### src/rtl/kwsc_pkg.sv
// ----------------------------------------------------------------------------
// Keyword substitution cipher package
// Shared widths, alphabet constants, register indexes and types.
// ----------------------------------------------------------------------------
package kwsc_pkg;

   // Number of key letters that build the cipher alphabet.
   localparam int KEY_LENGTH = 5;

   localparam int LETTER_COUNT  = 26;
   localparam int LETTER_WIDTH  = 5;
   localparam int RANK_WIDTH    = $clog2(KEY_LENGTH + 1);
   localparam int CSR_IDX_WIDTH = 3;
   localparam int CSR_DAT_WIDTH = 5;

   typedef logic [LETTER_WIDTH-1:0] letter_type;
   typedef letter_type [KEY_LENGTH-1:0] key_set_type;

   // Alphabet index of the space symbol and of the last letter.
   localparam letter_type SPACE_INDEX = letter_type'(LETTER_COUNT);
   localparam letter_type LAST_LETTER = letter_type'(LETTER_COUNT - 1);

   // Register indexes: key letters occupy 0 to KEY_LENGTH-1.
   localparam logic [CSR_IDX_WIDTH-1:0] CSR_KEY_FIRST = 3'd0;
   localparam logic [CSR_IDX_WIDTH-1:0] CSR_DIRECTION = 3'd5;

   localparam logic DIR_ENCRYPT = 1'b0;
   localparam logic DIR_DECRYPT = 1'b1;

   localparam logic [7:0] ASCII_UPPER_A = 8'h41;
   localparam logic [7:0] ASCII_UPPER_Z = 8'h5A;
   localparam logic [7:0] ASCII_LOWER_A = 8'h61;
   localparam logic [7:0] ASCII_LOWER_Z = 8'h7A;
   localparam logic [7:0] ASCII_SPACE   = 8'h20;
   localparam logic [7:0] ASCII_CASE    = 8'h20;

endpackage

### src/rtl/kwsc_req_if.sv
// ----------------------------------------------------------------------------
// Request channel
// Valid/ready channel that carries one message byte per beat.
// ----------------------------------------------------------------------------
interface kwsc_req_if;
   logic       valid;
   logic       ready;
   logic [7:0] char_in;
   logic       end_of_message;

   modport source (output valid, output char_in, output end_of_message, input ready);
   modport sink   (input valid, input char_in, input end_of_message, output ready);
endinterface

### src/rtl/kwsc_rsp_if.sv
// ----------------------------------------------------------------------------
// Response channel
// Valid/ready channel that carries one substituted byte per beat.
// ----------------------------------------------------------------------------
interface kwsc_rsp_if;
   logic       valid;
   logic       ready;
   logic [7:0] char_out;
   logic       invalid;
   logic       end_flag;

   modport source (output valid, output char_out, output invalid, output end_flag,
                   input ready);
   modport sink   (input valid, input char_out, input invalid, input end_flag,
                   output ready);
endinterface

### src/rtl/kwsc_csr_if.sv
// ----------------------------------------------------------------------------
// Register write channel
// Valid/ready channel that carries a register index and write data.
// ----------------------------------------------------------------------------
interface kwsc_csr_if;
   logic       valid;
   logic       ready;
   logic [2:0] index;
   logic [4:0] data;

   modport source (output valid, output index, output data, input ready);
   modport sink   (input valid, input index, input data, output ready);
endinterface

### src/rtl/kwsc_tables.sv
// ----------------------------------------------------------------------------
// Cipher table builder
// Sweeps the 26 letters after reset and after every key write and fills the
// forward and inverse substitution tables; offers a combinational lookup.
// ----------------------------------------------------------------------------
module kwsc_tables (
   input  logic                clock,
   input  logic                reset,
   input  logic                rebuild,
   input  kwsc_pkg::key_set_type key_letters,
   input  kwsc_pkg::letter_type  lookup_index,
   input  logic                lookup_decrypt,
   output kwsc_pkg::letter_type  lookup_result,
   output logic                busy
);
   import kwsc_pkg::*;

   letter_type forward_ff [LETTER_COUNT];
   letter_type inverse_ff [LETTER_COUNT];

   logic       busy_ff,   busy_in;
   letter_type letter_ff, letter_in;
   letter_type skip_ff,   skip_in;

   logic [KEY_LENGTH-1:0] first_seen;
   logic [RANK_WIDTH-1:0] rank [KEY_LENGTH];
   logic [RANK_WIDTH-1:0] distinct;
   logic                  hit;
   logic [RANK_WIDTH-1:0] hit_rank;
   letter_type            position;

   // A key position counts when its letter is valid and not seen earlier;
   // its rank is the number of counted positions before it.
   always_comb begin
      logic dup;
      logic [RANK_WIDTH-1:0] count;
      count = '0;
      for (int j = 0; j < KEY_LENGTH; j++) begin
         dup = 1'b0;
         for (int i = 0; i < KEY_LENGTH; i++) begin
            if (i < j && key_letters[i] == key_letters[j]) begin
               dup = 1'b1;
            end
         end
         first_seen[j] = (key_letters[j] <= LAST_LETTER) && !dup;
         rank[j]       = count;
         if (first_seen[j]) begin
            count = count + 1'b1;
         end
      end
      distinct = count;
   end

   // Cipher position of the current letter: its key rank, or after all key
   // letters in order among the letters not in the key.
   always_comb begin
      hit      = 1'b0;
      hit_rank = '0;
      for (int j = 0; j < KEY_LENGTH; j++) begin
         if (first_seen[j] && key_letters[j] == letter_ff) begin
            hit      = 1'b1;
            hit_rank = rank[j];
         end
      end
      position = hit ? LETTER_WIDTH'(hit_rank) : LETTER_WIDTH'(distinct) + skip_ff;
   end

   always_comb begin
      busy_in   = busy_ff;
      letter_in = letter_ff;
      skip_in   = skip_ff;
      if (rebuild) begin
         busy_in   = 1'b1;
         letter_in = '0;
         skip_in   = '0;
      end else if (busy_ff) begin
         letter_in = letter_ff + 1'b1;
         skip_in   = skip_ff + LETTER_WIDTH'(!hit);
         if (letter_ff == LAST_LETTER) begin
            busy_in = 1'b0;
         end
      end
   end

   always_ff @(posedge clock) begin
      if (reset) begin
         busy_ff   <= 1'b1;
         letter_ff <= '0;
         skip_ff   <= '0;
      end else begin
         busy_ff   <= busy_in;
         letter_ff <= letter_in;
         skip_ff   <= skip_in;
      end
   end

   always_ff @(posedge clock) begin
      if (busy_ff && !rebuild) begin
         forward_ff[position]  <= letter_ff;
         inverse_ff[letter_ff] <= position;
      end
   end

   always_comb begin
      if (lookup_index == SPACE_INDEX) begin
         lookup_result = SPACE_INDEX;
      end else if (lookup_decrypt == DIR_DECRYPT) begin
         lookup_result = inverse_ff[lookup_index];
      end else begin
         lookup_result = forward_ff[lookup_index];
      end
   end

   assign busy = busy_ff;

endmodule

### src/rtl/keyword_substitution_cipher.sv
// ----------------------------------------------------------------------------
// Keyword substitution cipher
// Streams message bytes through a keyed substitution over a to z and space.
// ----------------------------------------------------------------------------
// The block has three valid/ready channels. The request channel (req_bus)
// carries one message byte and its end-of-message mark per beat. The response
// channel (rsp_bus) returns one beat per request beat, in order: the
// substituted lower-case letter or space, an invalid flag for bytes that are
// neither letter nor space (passed through unchanged), and the copied end mark.
// The register channel (csr_bus) writes the five key letters and the
// direction bit; it is always ready.
// A response beat follows in the cycle after its request beat is taken; one
// beat is taken every cycle while the tables are idle and the output drains.
// Each byte costs one lookup in the registered tables. After reset, and after
// every key letter write, the table builder sweeps the 26 letters, one per
// cycle, and req_bus.ready stays low until the sweep ends. A direction write
// takes effect at once and starts no sweep. When the receiver holds
// rsp_bus.ready low, the result stays in the output register and a new
// request beat is taken only in the cycle that the waiting beat leaves.
// ----------------------------------------------------------------------------
module keyword_substitution_cipher (
   input logic        clock,
   input logic        reset,
   kwsc_req_if.sink   req_bus,
   kwsc_rsp_if.source rsp_bus,
   kwsc_csr_if.sink   csr_bus
);
   import kwsc_pkg::*;

   key_set_type keys_ff;
   logic        direction_ff;

   logic        csr_write;
   logic        key_write;
   logic        tables_busy;

   logic        req_take;
   logic [7:0]  folded;
   logic [7:0]  offset;
   logic        is_letter;
   logic        is_space;
   letter_type  symbol_index;
   letter_type  cipher_index;
   logic [7:0]  cipher_char;

   logic        rsp_valid_ff, rsp_valid_in;
   logic [7:0]  char_out_ff;
   logic        invalid_ff;
   logic        end_flag_ff;

   // Register writes are taken every cycle; indexes past the direction bit
   // are ignored.
   assign csr_bus.ready = 1'b1;
   assign csr_write     = csr_bus.valid && csr_bus.ready;
   assign key_write     = csr_write && (csr_bus.index < CSR_DIRECTION);

   always_ff @(posedge clock) begin
      if (reset) begin
         for (int j = 0; j < KEY_LENGTH; j++) begin
            keys_ff[j] <= LETTER_WIDTH'(j);
         end
         direction_ff <= DIR_ENCRYPT;
      end else if (csr_write) begin
         if (key_write) begin
            keys_ff[csr_bus.index - CSR_KEY_FIRST] <= csr_bus.data;
         end else if (csr_bus.index == CSR_DIRECTION) begin
            direction_ff <= csr_bus.data[0];
         end
      end
   end

   kwsc_tables u_tables (
      .clock          (clock),
      .reset          (reset),
      .rebuild        (key_write),
      .key_letters    (keys_ff),
      .lookup_index   (symbol_index),
      .lookup_decrypt (direction_ff),
      .lookup_result  (cipher_index),
      .busy           (tables_busy)
   );

   // Fold upper case to lower case, then map to an alphabet index.
   always_comb begin
      folded = req_bus.char_in;
      if (req_bus.char_in >= ASCII_UPPER_A && req_bus.char_in <= ASCII_UPPER_Z) begin
         folded = req_bus.char_in | ASCII_CASE;
      end
      is_letter    = (folded >= ASCII_LOWER_A) && (folded <= ASCII_LOWER_Z);
      is_space     = (folded == ASCII_SPACE);
      offset       = folded - ASCII_LOWER_A;
      symbol_index = is_letter ? offset[LETTER_WIDTH-1:0] : SPACE_INDEX;
      cipher_char  = (cipher_index <= LAST_LETTER) ?
                     ASCII_LOWER_A + 8'(cipher_index) : ASCII_SPACE;
   end

   // A new beat enters when the table builder is idle and the output register is empty or draining.
   assign req_bus.ready = !tables_busy && (!rsp_valid_ff || rsp_bus.ready);
   assign req_take      = req_bus.valid && req_bus.ready;

   always_comb begin
      rsp_valid_in = rsp_valid_ff;
      if (req_take) begin
         rsp_valid_in = 1'b1;
      end else if (rsp_bus.ready) begin
         rsp_valid_in = 1'b0;
      end
   end

   always_ff @(posedge clock) begin
      if (reset) begin
         rsp_valid_ff <= 1'b0;
      end else begin
         rsp_valid_ff <= rsp_valid_in;
      end
   end

   always_ff @(posedge clock) begin
      if (req_take) begin
         char_out_ff <= (is_letter || is_space) ? cipher_char : req_bus.char_in;
         invalid_ff  <= !(is_letter || is_space);
         end_flag_ff <= req_bus.end_of_message;
      end
   end

   assign rsp_bus.valid    = rsp_valid_ff;
   assign rsp_bus.char_out = char_out_ff;
   assign rsp_bus.invalid  = invalid_ff;
   assign rsp_bus.end_flag = end_flag_ff;

endmodule

### src/flat_wrapper.sv
// flat-port wrapper written by rule: the top's interface ports become plain ports
module keyword_substitution_cipher_flat import kwsc_pkg::*;
  (clock, reset, req_bus_valid, req_bus_char_in, req_bus_end_of_message, req_bus_ready, rsp_bus_valid, rsp_bus_char_out, rsp_bus_invalid, rsp_bus_end_flag, rsp_bus_ready, csr_bus_valid, csr_bus_index, csr_bus_data, csr_bus_ready);
  kwsc_req_if req_bus_i ();
  kwsc_rsp_if rsp_bus_i ();
  kwsc_csr_if csr_bus_i ();
  input logic clock;
  input logic reset;
  input wire logic [$bits(req_bus_i.valid)-1:0] req_bus_valid;
  input wire logic [$bits(req_bus_i.char_in)-1:0] req_bus_char_in;
  input wire logic [$bits(req_bus_i.end_of_message)-1:0] req_bus_end_of_message;
  output wire logic [$bits(req_bus_i.ready)-1:0] req_bus_ready;
  output wire logic [$bits(rsp_bus_i.valid)-1:0] rsp_bus_valid;
  output wire logic [$bits(rsp_bus_i.char_out)-1:0] rsp_bus_char_out;
  output wire logic [$bits(rsp_bus_i.invalid)-1:0] rsp_bus_invalid;
  output wire logic [$bits(rsp_bus_i.end_flag)-1:0] rsp_bus_end_flag;
  input wire logic [$bits(rsp_bus_i.ready)-1:0] rsp_bus_ready;
  input wire logic [$bits(csr_bus_i.valid)-1:0] csr_bus_valid;
  input wire logic [$bits(csr_bus_i.index)-1:0] csr_bus_index;
  input wire logic [$bits(csr_bus_i.data)-1:0] csr_bus_data;
  output wire logic [$bits(csr_bus_i.ready)-1:0] csr_bus_ready;
  assign req_bus_i.valid = req_bus_valid;
  assign req_bus_i.char_in = req_bus_char_in;
  assign req_bus_i.end_of_message = req_bus_end_of_message;
  assign req_bus_ready = req_bus_i.ready;
  assign rsp_bus_valid = rsp_bus_i.valid;
  assign rsp_bus_char_out = rsp_bus_i.char_out;
  assign rsp_bus_invalid = rsp_bus_i.invalid;
  assign rsp_bus_end_flag = rsp_bus_i.end_flag;
  assign rsp_bus_i.ready = rsp_bus_ready;
  assign csr_bus_i.valid = csr_bus_valid;
  assign csr_bus_i.index = csr_bus_index;
  assign csr_bus_i.data = csr_bus_data;
  assign csr_bus_ready = csr_bus_i.ready;
  keyword_substitution_cipher u_core (.clock(clock), .reset(reset), .req_bus(req_bus_i), .rsp_bus(rsp_bus_i), .csr_bus(csr_bus_i));
endmodule
### config.mk
export PLATFORM = sky130hd
export DESIGN_NAME = keyword_substitution_cipher_flat
export DESIGN_NICKNAME = d
export VERILOG_FILES = /design/src/rtl/kwsc_pkg.sv /design/src/rtl/kwsc_req_if.sv /design/src/rtl/kwsc_rsp_if.sv /design/src/rtl/kwsc_csr_if.sv /design/src/rtl/kwsc_tables.sv /design/src/rtl/keyword_substitution_cipher.sv /design/src/flat_wrapper.sv
export SDC_FILE = /design/constraint.sdc
export NUM_CORES = 1
export LEC_CHECK = 0
export BUFFER_PORTS_ARGS = -buffer_cell sky130_fd_sc_hd__buf_4
export CAP_MARGIN = 10
export CORE_MARGIN = 5
export CORE_UTILIZATION = 60
export DETAILED_ROUTE_END_ITERATION = 16
export PLACE_DENSITY = 0.77
export SYNTH_ARGS = -nofsm -noshare
export SYNTH_HDL_FRONTEND = slang
export SYNTH_SLANG_ARGS = --single-unit
### constraint.sdc
create_clock -name clock -period 7.8 [get_ports clock]
set_input_delay 1.56 -clock clock [delete_from_list [all_inputs] [get_ports clock]]
set_output_delay 1.56 -clock clock [all_outputs]
set_load 0.01 [all_outputs]
### After elaboration in Yosys (flattened, before gate mapping)

Memory sizes are Yosys's and may differ from the RTL's.
Cells that the tools add are included.

| cells by class | value |
|---|---|
| muxes and demuxes | 40 |
| order comparisons | 13 |
| bitwise logic cells | 1 |
| equal/unequal tests | 19 |
| reductions and logical operators | 31 |
| $add $sub $neg | 9 |

Operator list:

| cell | number |
|---|---|
| 5-bit == test | 15 |
| 5-bit <= comparator (second input constant) | 6 |
| 25-bit bitwise mux | 1 |
| 5-bit two-way mux | 5 |
| 3-bit two-way mux | 8 |
| 1-bit two-way mux | 22 |
| 8-bit by 7-bit >= comparator with 1-bit output (second input constant) | 2 |
| 8-bit by 7-bit <= comparator with 1-bit output (second input constant) | 2 |
| 1-bit logical AND | 16 |
| 8-bit two-way mux | 2 |
| 5-bit demux with 3-bit select | 1 |
| 3-bit by 1-bit adder with 3-bit output (second input constant) | 4 |
| 5-bit == test (second input constant) | 2 |
| 1-bit zero test | 9 |
| 7-bit by 5-bit adder with 8-bit output (first input constant) | 1 |
| 8-bit by 6-bit == test with 1-bit output (second input constant) | 1 |
| 6-bit two-way mux | 1 |
| 3-bit by 5-bit adder with 5-bit output | 1 |
| 5-bit by 1-bit adder with 5-bit output | 1 |
| 5-bit by 1-bit adder with 5-bit output (second input constant) | 1 |
| 5-bit by 1-bit subtractor with 5-bit output (second input constant) | 1 |
| 3-bit by 4-bit < comparator with 1-bit output (second input constant) | 1 |
| 3-bit == test (second input constant) | 1 |
| 3-bit by 1-bit >= comparator with 1-bit output (second input constant) | 1 |
| 7 further kinds | 8 |

| word-level totals | value |
|---|---|
| logic and storage cells | 128 |
| memory bits (writable) | 260 |
| bits in registers | 48 |
| memories | 2 |
| output and inout port bits | 13 |
| input bits | 22 |

Memories:

| memory | words | width | rd ports | clocked after memory_dff | wr ports | RTL line | RTL |
|---|---|---|---|---|---|---|---|
| u_core.u_tables.forward_ff | 26 | 5 | 1 | 0 | 1 | kwsc_tables.sv:18 | `letter_type forward_ff [LETTER_COUNT];` |
| u_core.u_tables.inverse_ff | 26 | 5 | 1 | 0 | 1 | kwsc_tables.sv:19 | `letter_type inverse_ff [LETTER_COUNT];` |

### Depth between registers and ports, before layout

| logic depth | value |
|---|---|
| word-level depth | 13 |
| gate-level depth with buffers | 24 |
| mapped depth without buffers | 23 |

### Hierarchy

From an unflattened synthesis, not the netlist that was laid out.

| unflattened totals | value |
|---|---|
| cell total of the unflattened synthesis | 939 |
| area total of the unflattened synthesis | 14199.9 um^2 |

By module, submodules not included:

| module | cells an instance | area each (um^2) | times used | seq. area each (um^2) |
|---|---|---|---|---|
| kwsc_tables | 768 | 12446.9 | 1 | 8027.7 |
| keyword_substitution_cipher | 171 | 1752.9 | 1 | 840.8 |

### Worst setup path after synthesis

OpenSTA, ideal clock, no wires.

| timing path | value |
|---|---|
| kind | register to register |
| start | register u_core.keys_ff[3] (netlist bit) |
| end | memory u_core.u_tables.forward_ff[12][0] (netlist bit) (enable) |
| cell stages (with the launch flop) | 22 |
| data required time | 7460 ps |
| slack | 2382 ps |
| arrival | 5077 ps |
| clock period less this slack | 5418 ps |
| library setup time | 340 ps |
| buffers on the path | 1 |
| cells stage by stage | dfxtp_1 -> clkbuf_1 -> xor2_1 -> nor4_1 -> o21ai_0 -> nand2_1 -> inv_1 -> ha_1 -> inv_1 -> a21oi_1 -> or2_2 -> ha_1 -> nand4_1 -> o31ai_1 -> ha_1 -> mux2_2 -> fa_1 -> xor2_1 -> inv_1 -> o22ai_1 -> nand4_1 -> nor2_1 |

| between the ends | value |
|---|---|
| cells in the longest elaborated chain, start to end | 13 |
| elaborated cells on any way between the ends | 49 |
| classes of those cells | add/sub (5); order compare (1); eq/ne (5); mux (25); reduce/logical (13) |

Ends and longest elaborated chain:

| item | RTL line | RTL |
|---|---|---|
| from (decl) | keyword_substitution_cipher.sv:30 | `key_set_type keys_ff;` |
| from (signal, indexed assignment) | keyword_substitution_cipher.sv:60 | `keys_ff[j] <= LETTER_WIDTH'(j);` |
| from (signal, indexed assignment) | keyword_substitution_cipher.sv:65 | `keys_ff[csr_bus.index - CSR_KEY_FIRST] <= csr_bus.data;` |
| branches (longest 12 deep; another with 5-bit <= comparator) | - |  |
| 5-bit two-way mux (*) | kwsc_tables.sv:65 | `position = hit ? LETTER_WIDTH'(hit_rank) : LETTER_WIDTH'(distinct) + skip_ff;` |
| named net u_core.u_tables.position[2] | kwsc_tables.sv:30 | `letter_type position;` |
| to (decl) | kwsc_tables.sv:18 |  |

Mark *: on every way through the listed nets, which the timed path passes.

### Worst setup path after layout

| timing path | value |
|---|---|
| start | register u_core.keys_ff[8] (netlist bit) |
| end | memory u_core.u_tables.forward_ff[15][3] (netlist bit) (enable) |

| between the ends | value |
|---|---|
| cells in the longest elaborated chain, start to end | 13 |
| elaborated cells on any way between the ends | 42 |
| classes of those cells | add/sub (4); order compare (1); eq/ne (5); mux (20); reduce/logical (12) |

Ends and longest elaborated chain:

| item | RTL line |
|---|---|
| branches (longest 12 deep; another with 5-bit <= comparator) | - |
| 5-bit two-way mux (*) | kwsc_tables.sv:65 |
| named net u_core.u_tables.position[3] | kwsc_tables.sv:30 |

Marks and branches as above.

==> results.txt <==
----------------------------------------------------
[Timing]
  Worst clock skew ... 20.8 ps
  Setup TNS ... 0 ps
  RSZ-0062 raised after global routing ... false
  Final min period ... 6060 ps
  Count of pins over their slew limit ... 0
  Final number of setup-violating endpoints ... 0
  Worst relative slew slack ... between 20% and 30%
  Final hold violation count ... 0
  Share of the clock period used by the worst path ... between 70% and 80%
  Slew at the pin closest to its max-slew limit ... between 1000 and 1500 ps
  Top achievable clock speed ... approximately 170 MHz

[Routing]
  Vias post-DR ... around 10000
  Detailed-route wire length per cell ... around 26 um
  Number of detailed-route iterations in the first pass ... 8
  Final routed wirelength across all metal layers ... 38.9 mm
  Via density ... 6.67
  Number of nets with antenna violations after routing ... 0
  Post-detailed-route DRC marker count ... 0
  Iteration-0 DRC count of the detailed router ... ~1500

[CTS]
  Max Root-Sink Buffers ... 3
  Post-CTS repair timing setup buffer count ... 0
  CTS tree ... yes
  Clock Root Buffer ... clkbuf_16
  Number of levels in the clock H-tree ... 2
  Clock sink count ... roughly 310
  PostCTS Resize Cnt ... 0
  Clock input transition at the sequential cells of the worst setup and hold paths ... roughly 60 ps
  Hold-fix buffers, CTS ... 0
  Number of buffers created by CTS ... 34
  Clock Latency Late Sink ... roughly 500 ps

[Synthesis]
  Number of enable flip-flop cells after synthesis ... between 200 and 300
  Mean area per synthesized cell ... approximately 13 um^2
  Number of library cell types mapped by synthesis ... about 100
  Most area-hungry cell type in the Yosys netlist ... edfxtp_1
  Number of warnings printed during yosys synthesis ... 0
  Summed instance area of the synthesized netlist ... between 10000 and 15000 um^2
  Sequential area share after synthesis ... between 50% and 60%
  Synthesis-stage register bit count ... roughly 300
  Most used flip-flop cell after synthesis ... edfxtp_1
  Synth Instances ... approximately 1200
  Async set or reset register ratio after synthesis ... 0%
  Synthesized netlist net count ... ~1200
  Fraction of post-synthesis cell area in the top cell type by area ... between 50% and 60%
  Synth top area cells ... edfxtp_1 (55%), dfxtp_1 (5.1%), mux2i_1 (3.6%), xor2_1 (3.1%), nor2_1 (2.9%)

[Worst hold path]
  Hold depth ... 2
  Critical hold path startpoint ... u_core.rsp_bus.valid
  Capture endpoint of the worst hold path ... u_core.rsp_bus.valid
  Hold Path Class ... reg2reg

[GRT]
  Initial antenna violation count ... 0
  Via count of the first global-routing pass ... approximately 10000
  Maximum number of pins on one net before global-route repair ... 46
  Gr ovfl total ... 0
  Wire length of the first global-routing pass ... 60.0 mm
  Global routing usage summed across all routing layers ... between 20% and 30%

[Critical path]
  Cells along the critical path ... xor2_1 > nor4_1 > o21ai_0 > nand2_1 > inv_1 > ha_1 > inv_1 > a21oi_1 > or2_2 > ha_1 > nand4_1 > o31ai_1 > ha_1 > mux2_2 > ha_1 > a21o_1 > a21oi_1 > xnor2_1 > nand2_1 > inv_1 > nand4_1 > nor2_1
  Worst Setup End Kind ... flip-flop
  Maximum fanout along the worst path ... 27
  Critical register-to-register path endpoint ... u_core.u_tables.forward_ff[15][3]
  Delay-heaviest family, CP ... simple AND/OR/NAND/NOR gates
  Data required time at the worst endpoint ... ~7900 ps
  Critical-path top delay cell ... inv_1
  R2R cell count ... 22
  Data arrival time of the critical path ... 6200 ps
  Launching point of the worst reg2reg path ... u_core.keys_ff[8]
  Critical path type ... reg2reg
  Most common cell on crit path ... ha_1
  Slack of the worst reg-to-reg path ... 1740 ps
  Critical path buffer and inverter count ... 3
  Startpoint Class ... flip-flop
  Worst path max stage delay ... 620 ps

[Cells and area]
  Number of nets in the layout ... 1207
  Fillcell total ... 1712
  Most used cells in the layout excluding fill and tap cells ... edfxtp_1 (270), nor2_1 (114), nand2_1 (68), buf_4 (54), mux2i_1 (53)
  Commonest non-fill, non-tap cell in the layout ... edfxtp_1
  Area grow syn2layout ... 10.1%
  Layout cell share with drive strength beyond 1 ... ~15%
  Antenna fix cells ... 0
  Util after Layout ... between 60% and 70%

[Flow run]
  # Max-Cap Violations ... 0

[Die]
  Core region area ... around 24000 um^2
  Die ar. ... 27900 um^2
  Initial core utilization ... between 60% and 70%
  Horizontal die dimension ... about 170 um
  # rows ... 57
  Count of boundary I/O pins ... 35
  Die span in y ... between 150 and 200 um

[Power and ir drop]
  Pwr Density ... approximately 240 nW/um^2
  Worst vdd rail ir drop ... 0.229 mV
  Pleak ... around 5.6 nW

[Place]
  Placer Congestion ... 1.12
  Final HPWL from detailed placement ... 26.5 mm
  Number of port buffers ... 33

[Outcome]
  Result of the run ... completed

----------------------------------------------------
==> tightest hold or removal path: stages, from the launching register on <==
cell	delay (ps)
dfxtp_1	310
nand2b_1	70
a21oi_1	60
==> per-stage QoR <==
stage	cell area, um^2	hold slack, ps	cells	setup slack, ps	power (W)
6_report	16300	495	1512	1740	0.00393
5_1_grt	16300	559	1512	1180	0.00406
4_1_cts	16300	508	1512	1680	0.00394
3_5_place_dp	15200	498	1453	1720	0.00237
3_3_place_gp	15200	473	1453	1780	0.00237
2_1_floorplan	14800	497	1155	2380	0.00221
==> kinds of logic (layout without fill, tap and decap cells) <==
family	after synthesis	in the layout	synth area share, %
and+or+nand+nor	339	339	11.2
DFF	308	308	60.0
AOI/OAI and AO/OA	203	203	10.8
buffers and inverters	108	141	3.75
xor gates and xnor gates	95	95	5.73
muxes	81	81	6.71
adders and majority gates	20	20	1.74
other	1	1	0.0254
==> cell usage after synthesis, types with 4 or more instances <==
cell type / n
o22ai_1: 11
nand2_1: 68
mux4_2: 13
buf_2: 17
edfxtp_1: 270
nor3_1: 28
inv_1: 27
o2111ai_1: 9
nor2b_1: 7
xnor2_1: 41
mux2_2: 15
a21oi_1: 29
dfxtp_1: 38
nand3b_1: 4
and2_1: 5
o221ai_1: 8
nand4_1: 20
clkbuf_8: 6
a211o_1: 5
clkbuf_1: 41
and3_1: 8
xor2_1: 52
o31ai_1: 16
nor2_1: 114
a32oi_1: 4
o41ai_1: 6
or3_1: 5
ha_1: 19
nor4_1: 9
o21ai_0: 22
a22oi_1: 4
nand2b_1: 11
mux2i_1: 53
a31oi_1: 14
nand3_1: 33
a211oi_1: 6
o211ai_1: 9
buf_1: 6
buf_6: 6
==> worst max-delay path by stage <==
stage,from,to,cells after the start
6_report,u_core.keys_ff[8],u_core.u_tables.forward_ff[15][3],22
2_1_floorplan,u_core.keys_ff[3],u_core.u_tables.forward_ff[12][0],21
5_1_grt,u_core.keys_ff[3],u_core.u_tables.forward_ff[15][3],21
3_5_place_dp,u_core.keys_ff[3],u_core.u_tables.forward_ff[15][2],22
4_1_cts,u_core.keys_ff[3],u_core.u_tables.forward_ff[15][2],22
3_3_place_gp,u_core.keys_ff[8],u_core.u_tables.forward_ff[15][3],21
==> sequential cells by signal (all words and copies together), names as in the netlist <==
| name | count |
|---|---|
| u_core.direction_ff | 1 |
| u_core.keys_ff | 25 |
| u_core.rsp_bus.char_out | 8 |
| u_core.rsp_bus.end_flag | 1 |
| u_core.rsp_bus.invalid | 1 |
| u_core.rsp_bus.valid | 1 |
| u_core.u_tables.busy | 1 |
| u_core.u_tables.forward_ff | 130 |
| u_core.u_tables.inverse_ff | 130 |
| u_core.u_tables.letter_ff | 5 |
| u_core.u_tables.skip_ff | 5 |
==> report_power, final <==
| part | internal (W) | switching, W | total, W |
|---|---|---|---|
| registers | 0.00188 | 0.0000270 | 0.00190 |
| logic | 0.000132 | 0.000316 | 0.000448 |
| clock network | 0.000965 | 0.000617 | 0.00158 |
==> cell type report <==
cell class                      count  area (um^2)  area share, %
Clock buffer                       43          916           5.63
Clock inverter                     16          191           1.18
Inverter                           28          105          0.646
Multi-Input combinational cell    739         5390           33.1
Sequential cell                   308         8870           54.5
Tap cell                          324          405           2.49
Timing Repair Buffer               54          405           2.49
==> layer usage <==
metal  vias to the layer above  routed length [um]  global-route usage, %
li1                       4402                   -                      -
met1                      4837               14700                   36.8
met2                       680               17800                   43.6
met3                       160                4470                   7.44
met4                         0                1950                   11.7
met5                         -                   0                      0
No activity file was read; power rests on OpenSTA's default activity.
